--- src/hw/rtl/owt_pkg.sv ---
// Shared types, constants and angle helpers for the outline winding tracker.
`default_nettype none

package owt_pkg;

    localparam int COORD_BITS_DEF = 24;
    localparam int ANGLE_BITS     = 20;
    localparam int SUM_BITS       = 64;
    localparam int TOL_BITS       = 16;
    localparam int EPS_BITS       = 10;
    localparam int CFG_IDX_BITS   = 4;
    localparam int CFG_DATA_BITS  = 16;
    localparam int FULL_TURN      = 368640;

    localparam logic [TOL_BITS-1:0] TOL_RESET = TOL_BITS'(10);
    localparam logic [EPS_BITS-1:0] EPS_RESET = EPS_BITS'(1);

    typedef enum logic [1:0] {
        MODE_APPEND  = 2'd0,
        MODE_RESTART = 2'd1,
        MODE_CLEAR   = 2'd2,
        MODE_NOP     = 2'd3
    } t_mode;

    typedef enum logic [1:0] {
        ST_OK           = 2'd0,
        ST_CIRCLE_ONTO  = 2'd1,
        ST_AFTER_CIRCLE = 2'd2,
        ST_DISJOINT     = 2'd3
    } t_status;

    typedef enum logic [CFG_IDX_BITS-1:0] {
        REG_JOIN_TOL  = CFG_IDX_BITS'(0),
        REG_ANGLE_EPS = CFG_IDX_BITS'(1)
    } t_cfg_reg;

    typedef struct packed {
        t_status    status;
        logic       acc;
        logic       clr;
        logic       big;
        logic       ccw_small;
        logic       circ;
        logic [1:0] count;
    } t_seg_flags;

    function automatic logic f_is_line(input logic signed [ANGLE_BITS-1:0] ang,
                                       input logic [EPS_BITS-1:0] eps);
        logic signed [ANGLE_BITS+1:0] a;
        logic signed [ANGLE_BITS+1:0] e;
        a = (ANGLE_BITS+2)'(ang);
        e = $signed({{(ANGLE_BITS+2-EPS_BITS){1'b0}}, eps});
        return (a < e) && (a > -e);
    endfunction

    function automatic logic f_is_circle(input logic signed [ANGLE_BITS-1:0] ang,
                                         input logic [EPS_BITS-1:0] eps);
        logic signed [ANGLE_BITS+1:0] a;
        logic signed [ANGLE_BITS+1:0] m;
        logic signed [ANGLE_BITS+1:0] d;
        logic signed [ANGLE_BITS+1:0] e;
        a = (ANGLE_BITS+2)'(ang);
        m = a[ANGLE_BITS+1] ? -a : a;
        d = m - (ANGLE_BITS+2)'(FULL_TURN);
        e = $signed({{(ANGLE_BITS+2-EPS_BITS){1'b0}}, eps});
        return (d < e) && (d > -e);
    endfunction

    function automatic logic [ANGLE_BITS-1:0] f_mag(input logic signed [ANGLE_BITS-1:0] ang);
        return ang[ANGLE_BITS-1] ? ANGLE_BITS'(-ang) : ANGLE_BITS'(ang);
    endfunction

endpackage

`default_nettype wire

--- src/hw/rtl/owt_accum.sv ---
// Saturating shoelace accumulator and closing-term multiply.
`default_nettype none

module owt_accum
    import owt_pkg::*;
#(
    parameter int COORD_BITS = COORD_BITS_DEF
) (
    input  wire                            i_clk,
    input  wire                            i_rst_n,
    input  wire                            i_valid,
    output logic                           o_ready,
    input  wire  t_seg_flags               i_flags,
    input  wire  signed [2*COORD_BITS+1:0] i_prod,
    input  wire  signed [COORD_BITS-1:0]   i_fsx,
    input  wire  signed [COORD_BITS-1:0]   i_fsy,
    input  wire  signed [COORD_BITS-1:0]   i_lex,
    input  wire  signed [COORD_BITS-1:0]   i_ley,
    output logic                           o_valid,
    input  wire                            i_ready,
    output t_seg_flags                     o_flags,
    output logic signed [2*COORD_BITS+1:0] o_close,
    output logic signed [SUM_BITS-1:0]     o_sum
);

    localparam int DW = COORD_BITS + 1;
    localparam int PW = 2 * COORD_BITS + 2;
    localparam logic signed [SUM_BITS-1:0] SUM_MAX = {1'b0, {(SUM_BITS-1){1'b1}}};
    localparam logic signed [SUM_BITS-1:0] SUM_MIN = {1'b1, {(SUM_BITS-1){1'b0}}};

    logic                       r_c_valid;
    t_seg_flags                 r_c_flags;
    logic signed [PW-1:0]       r_c_close;
    logic signed [SUM_BITS-1:0] r_sum, n_sum;

    logic                       en_c, move_bc;
    logic signed [SUM_BITS-1:0] base, term;
    logic signed [SUM_BITS:0]   wide;
    logic signed [DW-1:0]       cdx, csy;
    logic signed [PW-1:0]       close_t;

    assign en_c    = !r_c_valid || i_ready;
    assign move_bc = i_valid && en_c;
    assign o_ready = en_c;

    assign cdx     = DW'(i_fsx) - DW'(i_lex);
    assign csy     = DW'(i_fsy) + DW'(i_ley);
    assign close_t = cdx * csy;

    always_comb begin
        base = i_flags.clr ? '0 : r_sum;
        term = i_flags.acc ? SUM_BITS'(i_prod) : '0;
        wide = (SUM_BITS+1)'(base) + (SUM_BITS+1)'(term);
        if (wide[SUM_BITS] != wide[SUM_BITS-1]) begin
            n_sum = wide[SUM_BITS] ? SUM_MIN : SUM_MAX;
        end else begin
            n_sum = wide[SUM_BITS-1:0];
        end
    end

    always_ff @(posedge i_clk) begin
        if (!i_rst_n) begin
            r_c_valid <= 1'b0;
            r_sum     <= '0;
        end else begin
            if (en_c) begin
                r_c_valid <= i_valid;
            end
            if (move_bc) begin
                r_sum <= n_sum;
            end
        end
    end

    always_ff @(posedge i_clk) begin
        if (move_bc) begin
            r_c_flags <= i_flags;
            r_c_close <= close_t;
        end
    end

    assign o_valid = r_c_valid;
    assign o_flags = r_c_flags;
    assign o_close = r_c_close;
    assign o_sum   = r_sum;

endmodule

`default_nettype wire

--- config.mk ---
export PLATFORM = sky130hd
export DESIGN_NAME = owt_accum
export DESIGN_NICKNAME = d
export VERILOG_FILES = /design/src/hw/rtl/owt_pkg.sv /design/src/hw/rtl/owt_accum.sv
export SDC_FILE = /design/constraint.sdc
export NUM_CORES = 2
export LEC_CHECK = 0
export ABC_AREA = 1
export BUFFER_PORTS_ARGS = -buffer_cell sky130_fd_sc_hd__buf_2
export CORE_AREA = 2 2 260 262
export CTS_CLUSTER_DIAMETER = 150
export DETAILED_ROUTE_END_ITERATION = 6
export DIE_AREA = 0 0 262 264
export PLACE_DENSITY = 0.81
export SETUP_SLACK_MARGIN = 0.3
export SLEW_MARGIN = 5
export SYNTH_ARGS = -nofsm -noshare
export SYNTH_HDL_FRONTEND = slang
export SYNTH_SLANG_ARGS = --single-unit
--- constraint.sdc ---
create_clock -name i_clk -period 24.1 [get_ports i_clk]
set_input_delay 3.615 -clock i_clk [delete_from_list [all_inputs] [get_ports i_clk]]
set_output_delay 3.615 -clock i_clk [all_outputs]
set_load 0.01 [all_outputs]
==> results_dict.tcl <==
set metrics [dict create \
    outcome "finished clean" \
    drt_iter0_markers 3101 \
    min_to "o_sum[62]$_SDFFE_PN0P_" \
    clock_latency_ns 0.48 \
    holdPathStages 2 \
    seqCellArea_sq_um 3070 \
    num_vias 32600 \
    period_share 0.520 \
    arrival_ns 12.76 \
    cp_max_fo 15 \
    dp_hpwl_microns 92900 \
    wire_per_inst_microns 18.8 \
    drc_errors 0 \
    async_flop_share 0 \
    final_common_cell "nand2_1" \
    clkSinkCount 124 \
    hp-class "register to register" \
    grt_usage 0.335 \
    mostFrequentLayoutCells "nand2_1, inv_1, fa_1, nor2_1, buf_2" \
    place.gp.congestion 1.05 \
    crit_top_cell "inv_1" \
    r2r-start "o_sum[0]$_SDFFE_PN0P_" \
    num-fill-cells 6154 \
    antenna_found_initial 1 \
    cp.required_ns 24.33 \
    tightestPinTransition_ns 1.02 \
    area_growth_pct 7.94 \
    finalSetupTns_ns 0 \
    cts_resized 0 \
    die_x_microns 262 \
    dieArea_sq_um 69200 \
    maxCapViolations 0 \
    post_cts.repair.setup_buffers 0 \
    ys_types 59 \
    ys_seq_area_frac 0.0852 \
    grt_pass1_vias 33500 \
    coreArea_sq_um 66600 \
    rows 95 \
    port_buffers 283 \
    vias_per_cell 5.48 \
    ant_nets 0 \
    ys_ff_latch 124 \
    synthFlopType "dfxtp_1" \
    slowest_delay_ns 0.57 \
    finalWirelength_microns 112000 \
    syn_area_sq_um 36100 \
    holdBufCountCts 0 \
    synth_edf_count 59 \
    skew_ns 0.0111 \
    hold_viol 0 \
    finalMaxSlewViolations 0 \
    synth_area_per_cell_sq_um 7.45 \
    grt_pass1_wl_microns 178000 \
    synthesis.nets 5917 \
    grt_overflow 0 \
    max_slew_margin 0.318 \
    clockBufferDepth 2 \
    fin_crit_ns 12.53 \
    firstDrtPassIters 6 \
    min_from "o_sum[62]$_SDFFE_PN0P_" \
    ys_warn_count 0 \
    r2r_end "o_sum[39]$_SDFFE_PN0P_" \
    fmax_ghz 0.0798 \
    multi_input_area_sq_um 28200 \
    rsz0062_at_grt "no" \
    htreeDepth 4 \
    dpl-instance-area_sq_um 38300 \
    drive_gt1_frac 0.0976 \
    worst_setup_path_start_kind "primary input" \
    ff2ff_path_depth 20 \
    finalSetupViolations 0 \
    diodes 0 \
    endpoint_kind "register" \
    pin_count 284 \
    cts_buffers 17 \
    reg2reg_slack_ns 20.51 \
    syn-instance-count 4844 \
    start_util 0.542 \
    cts_root_buf "clkbuf_16" \
    path_clk_slew_ns 0.07 \
    cts_tree "yes" \
    crit_type "primary input to register" \
    slowest_stage "o21ai_0" \
    grt_max_degree 102 \
    final_area_sq_um 38900 \
    die_height_microns 264 \
    final_net_count 6132 \
]
## registers in the layout, indices dropped and copies added (netlist names)
register / count
o_sum: 64
o_valid: 1
o_flags: 9
o_close: 50
## metal layers
metal  vias up  part of all wire  GRT usage
met4         2             0.059      0.171
li1      14900                 -          -
met1     15600              0.39      0.431
met3       418             0.099     0.0716
met5         -           0.00012          0
met2      1745              0.46      0.531
## critical path: cells and delay by family
kind	cells	cell delay, ns
fa+ha+maj	9	4.26
simple gates	10	2.02
compound gates	7	1.73
buf+inv	9	1.04
xor+xnor	1	0.07
## area by class of cell
class,instances,area share
repair buffers,320,0.0435
multi-input cells,3464,0.725
clock buffers,18,0.0116
clock inverters,14,0.00398
flip-flops and latches,124,0.0789
inverters,1132,0.109
well taps,873,0.0280
## worst max-delay path by stage
| stage | startpoint | to | slack, ns |
|---|---|---|---|
| after global placement | i_fsx[2] | o_close[36]$_DFFE_PP_ | 11.55 |
| after detailed placement | i_fsx[2] | o_close[36]$_DFFE_PP_ | 11.31 |
| after CTS | i_fsx[2] | o_close[36]$_DFFE_PP_ | 11.84 |
| after global routing | i_fsx[2] | o_close[32]$_DFFE_PP_ | 10.98 |
| after floorplan | i_fsx[0] | o_close[32]$_DFFE_PP_ | 12.95 |
| final | i_fsx[2] | o_close[36]$_DFFE_PP_ | 11.57 |
## cells by family after synthesis
group,after synthesis,share of synthesized area
xor gates and xnor gates,120,0.0305
adders and majority gates,914,0.455
and+or+nand+nor,2022,0.225
AOI/OAI and AO/OA,408,0.0702
DFF,124,0.0852
buffers and inverters,1256,0.135
## cell usage after synthesis (5+ instances only)
master	instances	share of area
a31oi_1	15	0.0026
buf_4	10	0.0021
o211ai_1	8	0.0017
a21oi_1	173	0.024
o21ai_0	69	0.0096
nand2_1	1123	0.12
nor3_1	24	0.0033
dfxtp_1	65	0.036
clkbuf_1	65	0.0068
fa_1	661	0.37
xor2_1	86	0.021
inv_2	15	0.0016
nand2_2	15	0.0026
nand4_1	31	0.0054
buf_2	37	0.0051
ha_1	253	0.088
o21ai_2	6	0.0015
nor2_2	7	0.0012
buf_1	5	0.00052
xnor2_1	29	0.0070
nor2_1	623	0.065
inv_1	1111	0.12
a21boi_0	7	0.0015
edfxtp_1	59	0.049
nor4_1	12	0.0021
buf_6	7	0.0022
clkinv_1	5	0.00052
a21oi_2	68	0.017
nand3b_1	5	0.0010
nand3_1	158	0.022
o21ai_1	6	0.00083
o21bai_1	25	0.0052
a21o_1	14	0.0029
## metrics by stage
step / utilization / worst slack [ns] / cells / hold WS (ns)
floorplan: - / 12.95 / 4844 / 0.500
global placement: 0.576 / 11.55 / 5913 / 0.516
detailed placement: 0.576 / 11.31 / 5913 / 0.526
CTS: 0.585 / 11.84 / 5945 / 0.536
global route: 0.585 / 10.98 / 5945 / 0.571
finish: 0.585 / 11.57 / 5945 / 0.543
Power is left out: the tool's default activity adds up to more than one toggle a clock period on the data nets, which glitch-free logic cannot reach.
