==> src/hw/rtl/owt_pkg.sv <==
// Shared types, constants and angle helpers for the outline winding tracker.
`default_nettype none

package owt_pkg;

    localparam int COORD_BITS_DEF = 24;
    localparam int ANGLE_BITS     = 20;
    localparam int SUM_BITS       = 64;
    localparam int TOL_BITS       = 16;
    localparam int EPS_BITS       = 10;
    localparam int CFG_IDX_BITS   = 4;
    localparam int CFG_DATA_BITS  = 16;
    localparam int FULL_TURN      = 368640;

    localparam logic [TOL_BITS-1:0] TOL_RESET = TOL_BITS'(10);
    localparam logic [EPS_BITS-1:0] EPS_RESET = EPS_BITS'(1);

    typedef enum logic [1:0] {
        MODE_APPEND  = 2'd0,
        MODE_RESTART = 2'd1,
        MODE_CLEAR   = 2'd2,
        MODE_NOP     = 2'd3
    } t_mode;

    typedef enum logic [1:0] {
        ST_OK           = 2'd0,
        ST_CIRCLE_ONTO  = 2'd1,
        ST_AFTER_CIRCLE = 2'd2,
        ST_DISJOINT     = 2'd3
    } t_status;

    typedef enum logic [CFG_IDX_BITS-1:0] {
        REG_JOIN_TOL  = CFG_IDX_BITS'(0),
        REG_ANGLE_EPS = CFG_IDX_BITS'(1)
    } t_cfg_reg;

    typedef struct packed {
        t_status    status;
        logic       acc;
        logic       clr;
        logic       big;
        logic       ccw_small;
        logic       circ;
        logic [1:0] count;
    } t_seg_flags;

    function automatic logic f_is_line(input logic signed [ANGLE_BITS-1:0] ang,
                                       input logic [EPS_BITS-1:0] eps);
        logic signed [ANGLE_BITS+1:0] a;
        logic signed [ANGLE_BITS+1:0] e;
        a = (ANGLE_BITS+2)'(ang);
        e = $signed({{(ANGLE_BITS+2-EPS_BITS){1'b0}}, eps});
        return (a < e) && (a > -e);
    endfunction

    function automatic logic f_is_circle(input logic signed [ANGLE_BITS-1:0] ang,
                                         input logic [EPS_BITS-1:0] eps);
        logic signed [ANGLE_BITS+1:0] a;
        logic signed [ANGLE_BITS+1:0] m;
        logic signed [ANGLE_BITS+1:0] d;
        logic signed [ANGLE_BITS+1:0] e;
        a = (ANGLE_BITS+2)'(ang);
        m = a[ANGLE_BITS+1] ? -a : a;
        d = m - (ANGLE_BITS+2)'(FULL_TURN);
        e = $signed({{(ANGLE_BITS+2-EPS_BITS){1'b0}}, eps});
        return (d < e) && (d > -e);
    endfunction

    function automatic logic [ANGLE_BITS-1:0] f_mag(input logic signed [ANGLE_BITS-1:0] ang);
        return ang[ANGLE_BITS-1] ? ANGLE_BITS'(-ang) : ANGLE_BITS'(ang);
    endfunction

endpackage

`default_nettype wire

==> src/hw/rtl/owt_out.sv <==
// Closed-outline winding decision and result register.
`default_nettype none

module owt_out
    import owt_pkg::*;
#(
    parameter int COORD_BITS = COORD_BITS_DEF
) (
    input  wire                            i_clk,
    input  wire                            i_rst_n,
    input  wire                            i_valid,
    output logic                           o_ready,
    input  wire  t_seg_flags               i_flags,
    input  wire  signed [2*COORD_BITS+1:0] i_close,
    input  wire  signed [SUM_BITS-1:0]     i_sum,
    output logic                           o_valid,
    input  wire                            i_ready,
    output logic [1:0]                     o_status,
    output logic                           o_is_ccw,
    output logic                           o_circle,
    output logic [1:0]                     o_count
);

    logic                     r_o_valid;
    logic [1:0]               r_o_status;
    logic                     r_o_ccw;
    logic                     r_o_circle;
    logic [1:0]               r_o_count;

    logic                     en_o;
    logic signed [SUM_BITS:0] closed;
    logic                     ccw;

    assign en_o    = !r_o_valid || i_ready;
    assign o_ready = en_o;

    // saturation keeps the sign, so the exact sum decides
    assign closed = (SUM_BITS+1)'(i_sum) + (SUM_BITS+1)'(i_close);
    assign ccw    = i_flags.big ? (closed[SUM_BITS] || (closed == '0)) : i_flags.ccw_small;

    always_ff @(posedge i_clk) begin
        if (!i_rst_n) begin
            r_o_valid <= 1'b0;
        end else if (en_o) begin
            r_o_valid <= i_valid;
        end
    end

    always_ff @(posedge i_clk) begin
        if (en_o && i_valid) begin
            r_o_status <= i_flags.status;
            r_o_ccw    <= ccw;
            r_o_circle <= i_flags.circ;
            r_o_count  <= i_flags.count;
        end
    end

    assign o_valid  = r_o_valid;
    assign o_status = r_o_status;
    assign o_is_ccw = r_o_ccw;
    assign o_circle = r_o_circle;
    assign o_count  = r_o_count;

endmodule

`default_nettype wire

==> config.mk <==
export PLATFORM = sky130hd
export DESIGN_NAME = owt_out
export DESIGN_NICKNAME = d
export VERILOG_FILES = /design/src/hw/rtl/owt_pkg.sv /design/src/hw/rtl/owt_out.sv
export SDC_FILE = /design/constraint.sdc
export NUM_CORES = 1
export LEC_CHECK = 0
export BUFFER_PORTS_ARGS = -buffer_cell sky130_fd_sc_hd__buf_4
export CAP_MARGIN = 20
export CORE_MARGIN = 2
export CORE_UTILIZATION = 55
export CTS_CLUSTER_SIZE = 8
export DETAILED_ROUTE_END_ITERATION = 10
export PLACE_DENSITY = 0.89
export RECOVER_POWER = 25
export SLEW_MARGIN = 20
export SYNTH_ARGS = -nofsm -noshare
export SYNTH_HDL_FRONTEND = slang
export SYNTH_SLANG_ARGS = --single-unit
==> constraint.sdc <==
create_clock -name i_clk -period 4 [get_ports i_clk]
set_clock_uncertainty 0.05 [all_clocks]
set_input_delay 0 -clock i_clk [delete_from_list [all_inputs] [get_ports i_clk]]
set_output_delay 0 -clock i_clk [all_outputs]
set_load 0.02 [all_outputs]
==> results.cfg, run 1 <==
[outcome]
run_status = completed

[die]
num_rows = 33
fp.dieArea_mm2 = 0.00937
core_area_mm2 = 0.00830
die_w_um = 96.8
fp.dieH_um = 96.8
start_util_pct = 57.1
number_of_ports_placed_on_the_die_boundary = 135

[synth]
synth.mux.area_fraction_pct = 1.08
synth-simple-area-share_pct = 28.3
synthesis.area_mm2 = 0.00474
synth_edf_count = 6
synth_compound_gate_area_share_pct = 37.7
yosysWarningCount = 0
synth_nets = 889
yosysTopAreaCell = ha_1
async_flop_share_pct = 0
most_instantiated_flip_flop_cell_in_the_synthesis_netlist = edfxtp_1
post_synth_main_area_contributors = ha_1 17%, a21oi_1 9.4%, nand2_1 5.9%
netlist.area_leader.share_pct = 16.9
post-synth-top-count-cell = a21oi_1
synthesis.instances = 697
yosys-top-cells-count = 89 x a21oi_1, 74 x nand2_1, 64 x ha_1
synth.yosys.seq_area_share_pct = 4.22
yosysUniqueCellTypes = 78
combinational_family_with_the_most_area_after_synthesis = compound AO/OA/AOI/OAI gates
synth-seq-cells = 7
synth-adder-area-share_pct = 17.3
postSynthAreaPerCell_um2 = 6.80
synthXorXnorAreaFrac_pct = 6.28

[critical_path]
worstSetupStartpoint = i_close[0]
arrival_time_at_the_worst_endpoint_ns = 3.48
crit_path_max_fanout = 3
crit-reg2reg-launch = o_valid
setup.worst_path.start_class = primary input
crit_required_ns = 4.00
setup.worst_path.class = in2reg
worst_setup_path_end_kind = flip-flop

[layout]
fillers = 677
synth_to_layout_area_growth_pct = 24.4
post_route_cells_drive_above_1_share_pct = 21.5
layout.nets = 1006
fin_area_mm2 = 0.00589
num_antenna_cells = 0

[detailed_routing]
drc_errors = 0
starting_drt_drc_count = 532
detail_route.wirelength_um = 16400
vias_per_cell = 6.68
drt.antenna.violating_nets = 0
route.detailed.wl_per_inst_um = 17.8
total_number_of_vias = 6135
first_pass_iters = 5

[place]
numPortBuffers = 132
placed_instance_area_mm2 = 0.00580
hpwl_um = 13500
routability_congestion_estimate_from_global_placement = 0.935

[global_routing]
global_route.usage.total_pct = 33.1
grt_antenna_before_repair = 0
global_route_wire_length_before_repair_um = 26600
total_congestion_overflow_after_global_routing = 0
grt_start_max_net_pins = 16
grt_pass1_vias = 5461

[clock_tree]
cts_inserted_buffers = 3
cts_repair_resize_count = 0
worstSkewPairLatency_ns = 0.23
cts_root_buffer = clkbuf_8
tritoncts = built
clkTransAtPathRegs_ns = 0.04
cts-root-to-sink-buffers = 2
h-tree-depth = 1
cts_sinks = 7
cts_setup_buffers = 0

[timing]
post-route-min-period_ns = 3.48
final_hold_viol_count = 0
finalSetupViolations = 0
slew_headroom_pct = 56.7
fin_setup_tns_ns = 0
achievable-frequency_mhz = 287
worst-slew-pin-transition_ns = 0.643
timing_max_transition_violations_final = 0
rsz0062_at_grt = no
finalCritPeriodShare_pct = 87.1

[power_and_ir_drop]
power_density_mw_per_mm2 = 185
p_leak_uw = 0.00259
vdd_ir_drop_max_uv = 90.5

[job]
cap_violations = 0

[hold_path]
worst_hold_startpoint = i_rst_n
hp-class = in2reg
==> placed cells by master (no fill, tap or decap), drive strengths merged, types with 7 or more instances in the layout <==
cell | Yosys | layout
a211oi | 9 | 9
a21o | 24 | 24
a21oi | 94 | 94
a221oi | 7 | 7
a31oi | 9 | 9
buf | 13 | 142
clkbuf | 27 | 9
ha | 64 | 64
inv | 18 | 18
nand2 | 74 | 74
nand2b | 11 | 11
nand3 | 22 | 22
nand4 | 40 | 40
nor2 | 48 | 48
nor3 | 17 | 17
nor4 | 10 | 10
o211ai | 15 | 15
o21ai | 47 | 47
o21bai | 9 | 9
or3 | 11 | 11
xnor2 | 21 | 21
xor2 | 13 | 13
==> registers in the layout (all words and copies together), names as in the netlist <==
signal and flops:
o_count 2, o_status 2, o_is_ccw 1, o_valid 1
o_circle 1
==> stage by stage <==
step                setup slack [ns]  total power [uW]  utilization [%]  cells  hold slack (ns)
CTS                            0.584              1070             71.0    918           0.0172
global route                   0.234              1170             71.0    918           0.0108
finish                         0.518              1090             71.0    918           0.0176
detailed placement             0.369               956             69.9    909            0.130
floorplan                      0.821               681                -    697           0.0489
global placement               0.464               938             69.9    909            0.131
==> final timing paths <==
path,cells past startpoint,slack (ns),endpoint
max,15,0.52,o_is_ccw
min,2,0.02,o_valid
max reg2reg,2,2.87,o_count[1]
min reg2reg,2,0.59,o_valid
==> worst max-delay path, stage by stage <==
cell	delay (ns)
buf_4	0.11
ha_1	0.23
fa_1	0.43
a21oi_1	0.18
o311ai_1	0.15
a22oi_1	0.36
a211oi_1	0.13
buf_4	0.17
a211oi_2	0.35
xor2_1	0.20
o311ai_0	0.23
a2111oi_2	0.39
o2111ai_1	0.16
nand4b_4	0.19
o41ai_2	0.22
==> layer usage <==
| layer | global-route usage (%) | share of wire, % | vias up |
|---|---|---|---|
| li1 | - | - | 2943 |
| met1 | 46.4 | 43 | 2807 |
| met2 | 55.5 | 46 | 348 |
| met3 | 2.60 | 8.1 | 37 |
| met4 | 6.72 | 2.3 | 0 |
| met5 | 0 | 0 | - |
==> layout make-up <==
type | count | area [um^2] | area share (%)
multi-input combinational | 632 | 4300 | 72.9
timing repair buffer | 152 | 1150 | 19.6
sequential | 7 | 200 | 3.40
tap | 105 | 131 | 2.23
inverter | 18 | 67.6 | 1.15
clock buffer | 4 | 45.0 | 0.764
==> logic make-up (layout without fill, tap and decap cells) <==
group,count (synthesis),count (layout)
muxes,5,5
DFF,7,7
xor gates and xnor gates,34,34
AOI/OAI and AO/OA,267,267
adders and majority gates,65,65
buffers and inverters,58,174
and+or+nand+nor,261,261
==> power breakdown <==
group          total, uW  switching (uW)  internal [uW]
clock network        105            35.2           69.4
logic                901             526            375
registers           87.1            1.96           85.1
total               1090             563            530
==> what timing repair did <==
item	in CTS	in global routing
endpoints found under the hold margin	5	0
hold buffers	5	0
setup endpoints to repair	0	0
No activity file was read; power rests on OpenSTA's default activity.
==> inputs of run 2 (changes only) <==
HOLD_SLACK_MARGIN = 0.02   (was default)
MAX_ROUTING_LAYER = met4   (was default)
==> results.cfg, run 2 (synthesized netlist as in run 1, its figures left out) <==
[timing]
hold_slack_ns = 0.0588
post-route-min-period_ns = 3.50
achievable-frequency_mhz = 286
fin_setup_tns_ns = 0
slew_headroom_pct = 54.8
rsz0062_at_grt = no
worst-slew-pin-transition_ns = 0.670
finalSetupViolations = 0
timing_max_transition_violations_final = 0
final_hold_viol_count = 0
finalCritPeriodShare_pct = 87.4

[critical_path]
cp_slowest_cell = fa_1
setup.worst_path.class = in2reg
setup.worst_path.start_class = primary input
worst_setup_path_end_kind = flip-flop
crit_required_ns = 4.00
crit_path_frequent_cell = buf_4
sequence_of_cells_on_the_critical_path = buf_4, ha_1, fa_1, a21oi_1, o311ai_1, a22oi_1, a211oi_1, buf_4, a211oi_2, xor2_1, o311ai_0, a2111oi_2, o2111ai_1, nand4b_4, o41ai_2
max_stage_delay_ns = 0.43
crit_path_max_fanout = 3
arrival_time_at_the_worst_endpoint_ns = 3.50

[layout]
fin_util_pct = 71.3
synth_to_layout_area_growth_pct = 24.8
layout.nets = 1008
layout.cells.most_common = buf_4
num_antenna_cells = 0
layout.cells.most_common_list = 142 x buf_4, 89 x a21oi_1, 74 x nand2_1
post_route_cells_drive_above_1_share_pct = 21.5
fillers = 696

[outcome]
run_status = completed

[die]
die_w_um = 96.8
fp.dieArea_mm2 = 0.00937
num_rows = 33
start_util_pct = 57.1
fp.dieH_um = 96.8
core_area_mm2 = 0.00830
number_of_ports_placed_on_the_die_boundary = 135

[power_and_ir_drop]
internal-power_uw = 532
swShare_pct = 51.9
switching_power_uw = 574
p_leak_uw = 0.00260
power_frac_comb_pct = 82.2
share_seq_of_total_power_pct = 7.8
power_density_mw_per_mm2 = 187
pwr-share-clk_pct = 10.0
vdd_ir_drop_max_uv = 96.8

[global_routing]
global_route_wire_length_before_repair_um = 26900
grt_pass1_vias = 5689
grt_start_max_net_pins = 16
total_congestion_overflow_after_global_routing = 0
global_route.usage.total_pct = 34.5
grt_antenna_before_repair = 0

[place]
numPortBuffers = 132
hpwl_um = 13800
routability_congestion_estimate_from_global_placement = 0.965

[detailed_routing]
detail_route.wirelength_um = 16800
drc_errors = 0
total_number_of_vias = 6220
route.detailed.wl_per_inst_um = 18.3
vias_per_cell = 6.76
drt.antenna.violating_nets = 0
first_pass_iters = 6
starting_drt_drc_count = 494

[clock_tree]
h-tree-depth = 1
cts_root_buffer = clkbuf_8
clkTransAtPathRegs_ns = 0.05
tritoncts = built
cts_sinks = 7
cts-root-to-sink-buffers = 2
worstSkewPairLatency_ns = 0.24
cts_inserted_buffers = 3

[hold_path]
hp-class = in2reg

[job]
cap_violations = 0
[run 2: cell type report]
| type | count | area (um^2) | share of cell area (%) |
|---|---|---|---|
| Clock buffer | 4 | 45.0 | 0.762 |
| Inverter | 18 | 67.6 | 1.14 |
| Multi-Input combinational cell | 632 | 4300 | 72.6 |
| Sequential cell | 7 | 200 | 3.38 |
| Tap cell | 105 | 131 | 2.22 |
| Timing Repair Buffer | 154 | 1170 | 19.8 |
[run 2: metal layers]
metal / routed length, um / track usage (%)
met1: 6790 / 44.2
met4: 567 / 10.4
met3: 1670 / 4.91
met2: 7770 / 56.5
met5: 0 / -
[run 2: what timing repair did]
item	4_1_cts	5_1_grt
setup buffers	0	0
resized for setup	0	0
endpoints found under the hold margin	6	0
hold buffers	7	0
[run 2: final timing paths]
kind	slack [ns]	depth (start not counted)	to	startpoint
min	0.06	3	o_is_ccw	i_flags[3]
max	0.50	15	o_is_ccw	i_close[0]
max reg2reg	2.53	3	o_valid	o_valid
min reg2reg	0.89	2	o_circle	o_valid
[run 2: through the flow]
| stage | cell area [um^2] | cells | power [uW] | setup slack [ns] |
|---|---|---|---|---|
| floorplan | 4740 | 697 | 681 | 0.821 |
| global placement | 5800 | 909 | 939 | 0.426 |
| detailed placement | 5800 | 909 | 959 | 0.339 |
| CTS | 5910 | 920 | 1070 | 0.545 |
| global route | 5910 | 920 | 1180 | 0.268 |
| finish | 5910 | 920 | 1110 | 0.504 |
[run 2: worst max-delay path: cells and delay by family]
kind | cells | cell delay [ns]
AOI/OAI and AO/OA | 9 | 2.18
xor gates and xnor gates | 1 | 0.19
adders and majority gates | 2 | 0.67
buffers and inverters | 2 | 0.28
and+or+nand+nor | 1 | 0.19
[run 2: power groups by stage]
stage / clock, uW / combinational (uW) / sequential [uW]
floorplan: 0 / 588 / 93.4
global placement: 0 / 851 / 87.5
detailed placement: 0 / 871 / 87.8
CTS: 100 / 883 / 86.8
global route: 112 / 983 / 86.9
finish: 110 / 909 / 86.7
==> inputs of run 3 (changes only) <==
GPL_TIMING_DRIVEN = 0   (was default)
==> results.cfg, run 3 (synthesized netlist as in run 1, its figures left out) <==
[power_and_ir_drop]
internal-power_uw = 520
share_seq_of_total_power_pct = 7.9
vdd_ir_drop_max_uv = 98.8
p_leak_uw = 0.00261
power_density_mw_per_mm2 = 184
power_frac_comb_pct = 82.7
pwr-share-clk_pct = 9.4
swShare_pct = 52.8
switching_power_uw = 581
p_total_uw = 1100

[critical_path]
worst_setup_path_end_kind = flip-flop
setup.worst_path.class = in2reg
arrival_time_at_the_worst_endpoint_ns = 3.87
setup.worst_path.start_class = primary input
crit_required_ns = 3.99
crit_path_max_fanout = 5

[timing]
final_hold_viol_count = 0
post-route-min-period_ns = 3.88
finalCritPeriodShare_pct = 97.0
hold_slack_ns = 0.0812
rsz0062_at_grt = no
timing_max_transition_violations_final = 0
slew_headroom_pct = 53.7
finalSetupViolations = 0
worst-slew-pin-transition_ns = 0.686
achievable-frequency_mhz = 258
layout_setup_ws_ns = 0.120

[clock_tree]
tritoncts = built
clkTransAtPathRegs_ns = 0.04
cts_root_buffer = clkbuf_8
cts_setup_buffers = 0
h-tree-depth = 1
cts_inserted_buffers = 3
cts_sinks = 7
cts-root-to-sink-buffers = 2
worstSkewPairLatency_ns = 0.23

[place]
numPlacedInstances = 934
routability_congestion_estimate_from_global_placement = 0.960
hpwl_um = 13700
post-place-ws_ns = -0.170
numPortBuffers = 132

[die]
core_area_mm2 = 0.00830
number_of_ports_placed_on_the_die_boundary = 135
fp.dieArea_mm2 = 0.00937
num_rows = 33
fp.dieH_um = 96.8
start_util_pct = 57.1
die_w_um = 96.8

[global_routing]
total_congestion_overflow_after_global_routing = 0
grt_pass1_vias = 5864
grt_start_max_net_pins = 16
global_route.usage.total_pct = 34.8
grt_antenna_before_repair = 0
global_route_wire_length_before_repair_um = 27400

[job]
cap_violations = 0

[layout]
synth_to_layout_area_growth_pct = 26.4
fillers = 684
layout.nets = 1033
num_antenna_cells = 0
stdcell_count = 945
post_route_cells_drive_above_1_share_pct = 20.8
layout.cells.most_common_list = 128 x buf_4, 89 x a21oi_1, 74 x nand2_1
layout.cells.most_common = buf_4

[hold_path]
hp-class = in2reg

[detailed_routing]
drc_errors = 0
route.detailed.wl_per_inst_um = 18.1
drt.antenna.violating_nets = 0
detail_route.wirelength_um = 17100
first_pass_iters = 9
starting_drt_drc_count = 513
total_number_of_vias = 6361
vias_per_cell = 6.73

[outcome]
run_status = completed
run 3: repair_timing:
action	4_1_cts	5_1_grt
hold buffers	7	0
endpoints found under the hold margin	6	0
endpoints found under the setup margin	0	1
gates resized for setup	0	4
run 3: worst max-delay path, cell delays in order:
cell      delay (ns)
buf_4           0.08
ha_1            0.24
fa_1            0.28
a21oi_1         0.09
o311ai_1        0.60
a22oi_2         0.26
a211oi_1        0.47
a211oi_2        0.18
o31ai_2         0.45
a21oi_1         0.18
xnor2_1         0.17
nor4_2          0.48
nand4b_4        0.15
o41ai_2         0.24
run 3: routing by layer:
metal	GRT usage (%)	up-vias	part of all wire, %
li1	-	2981	-
met1	44.9	2895	42
met3	4.99	59	9.4
met2	57.5	426	46
met5	-	-	0
met4	8.67	0	3.2
run 3: power by group through the flow:
| stage | Sequential, uW | Combinational [uW] | Clock, uW |
|---|---|---|---|
| after global routing | 86.8 | 988 | 110 |
| after detailed placement | 87.7 | 865 | 0 |
| after floorplan | 93.4 | 588 | 0 |
| final | 86.4 | 911 | 104 |
| after CTS | 86.5 | 877 | 101 |
| after global placement | 87.5 | 842 | 0 |
run 3: worst paths after layout:
path / slack (ns) / endpoint / depth (start not counted) / from
max: 0.12 / o_is_ccw / 14 / i_close[0]
min: 0.08 / o_is_ccw / 3 / i_flags[4]
max reg2reg: 2.70 / o_valid / 3 / o_valid
min reg2reg: 0.84 / o_status[1] / 2 / o_valid
run 3: area by class of cell:
cell class                 instances  area (um^2)  share of cell area [%]
buffer                            40          174                    2.90
clock buffer                       4         45.0                   0.752
inverter                          18         67.6                    1.13
multi-input combinational        632         4310                    72.0
sequential                         7          200                    3.34
tap                              105          131                    2.19
timing repair buffer             139         1060                    17.7
run 3: through the flow:
step           instance area [um^2]  setup TNS [ns]  utilization (%)
2_1_floorplan                  4740               0                -
3_3_place_gp                   5860         -0.0733             70.6
3_5_place_dp                   5860          -0.170             70.6
4_1_cts                        5980               0             72.0
5_1_grt                        5990               0             72.2
6_report                       5990               0             72.2
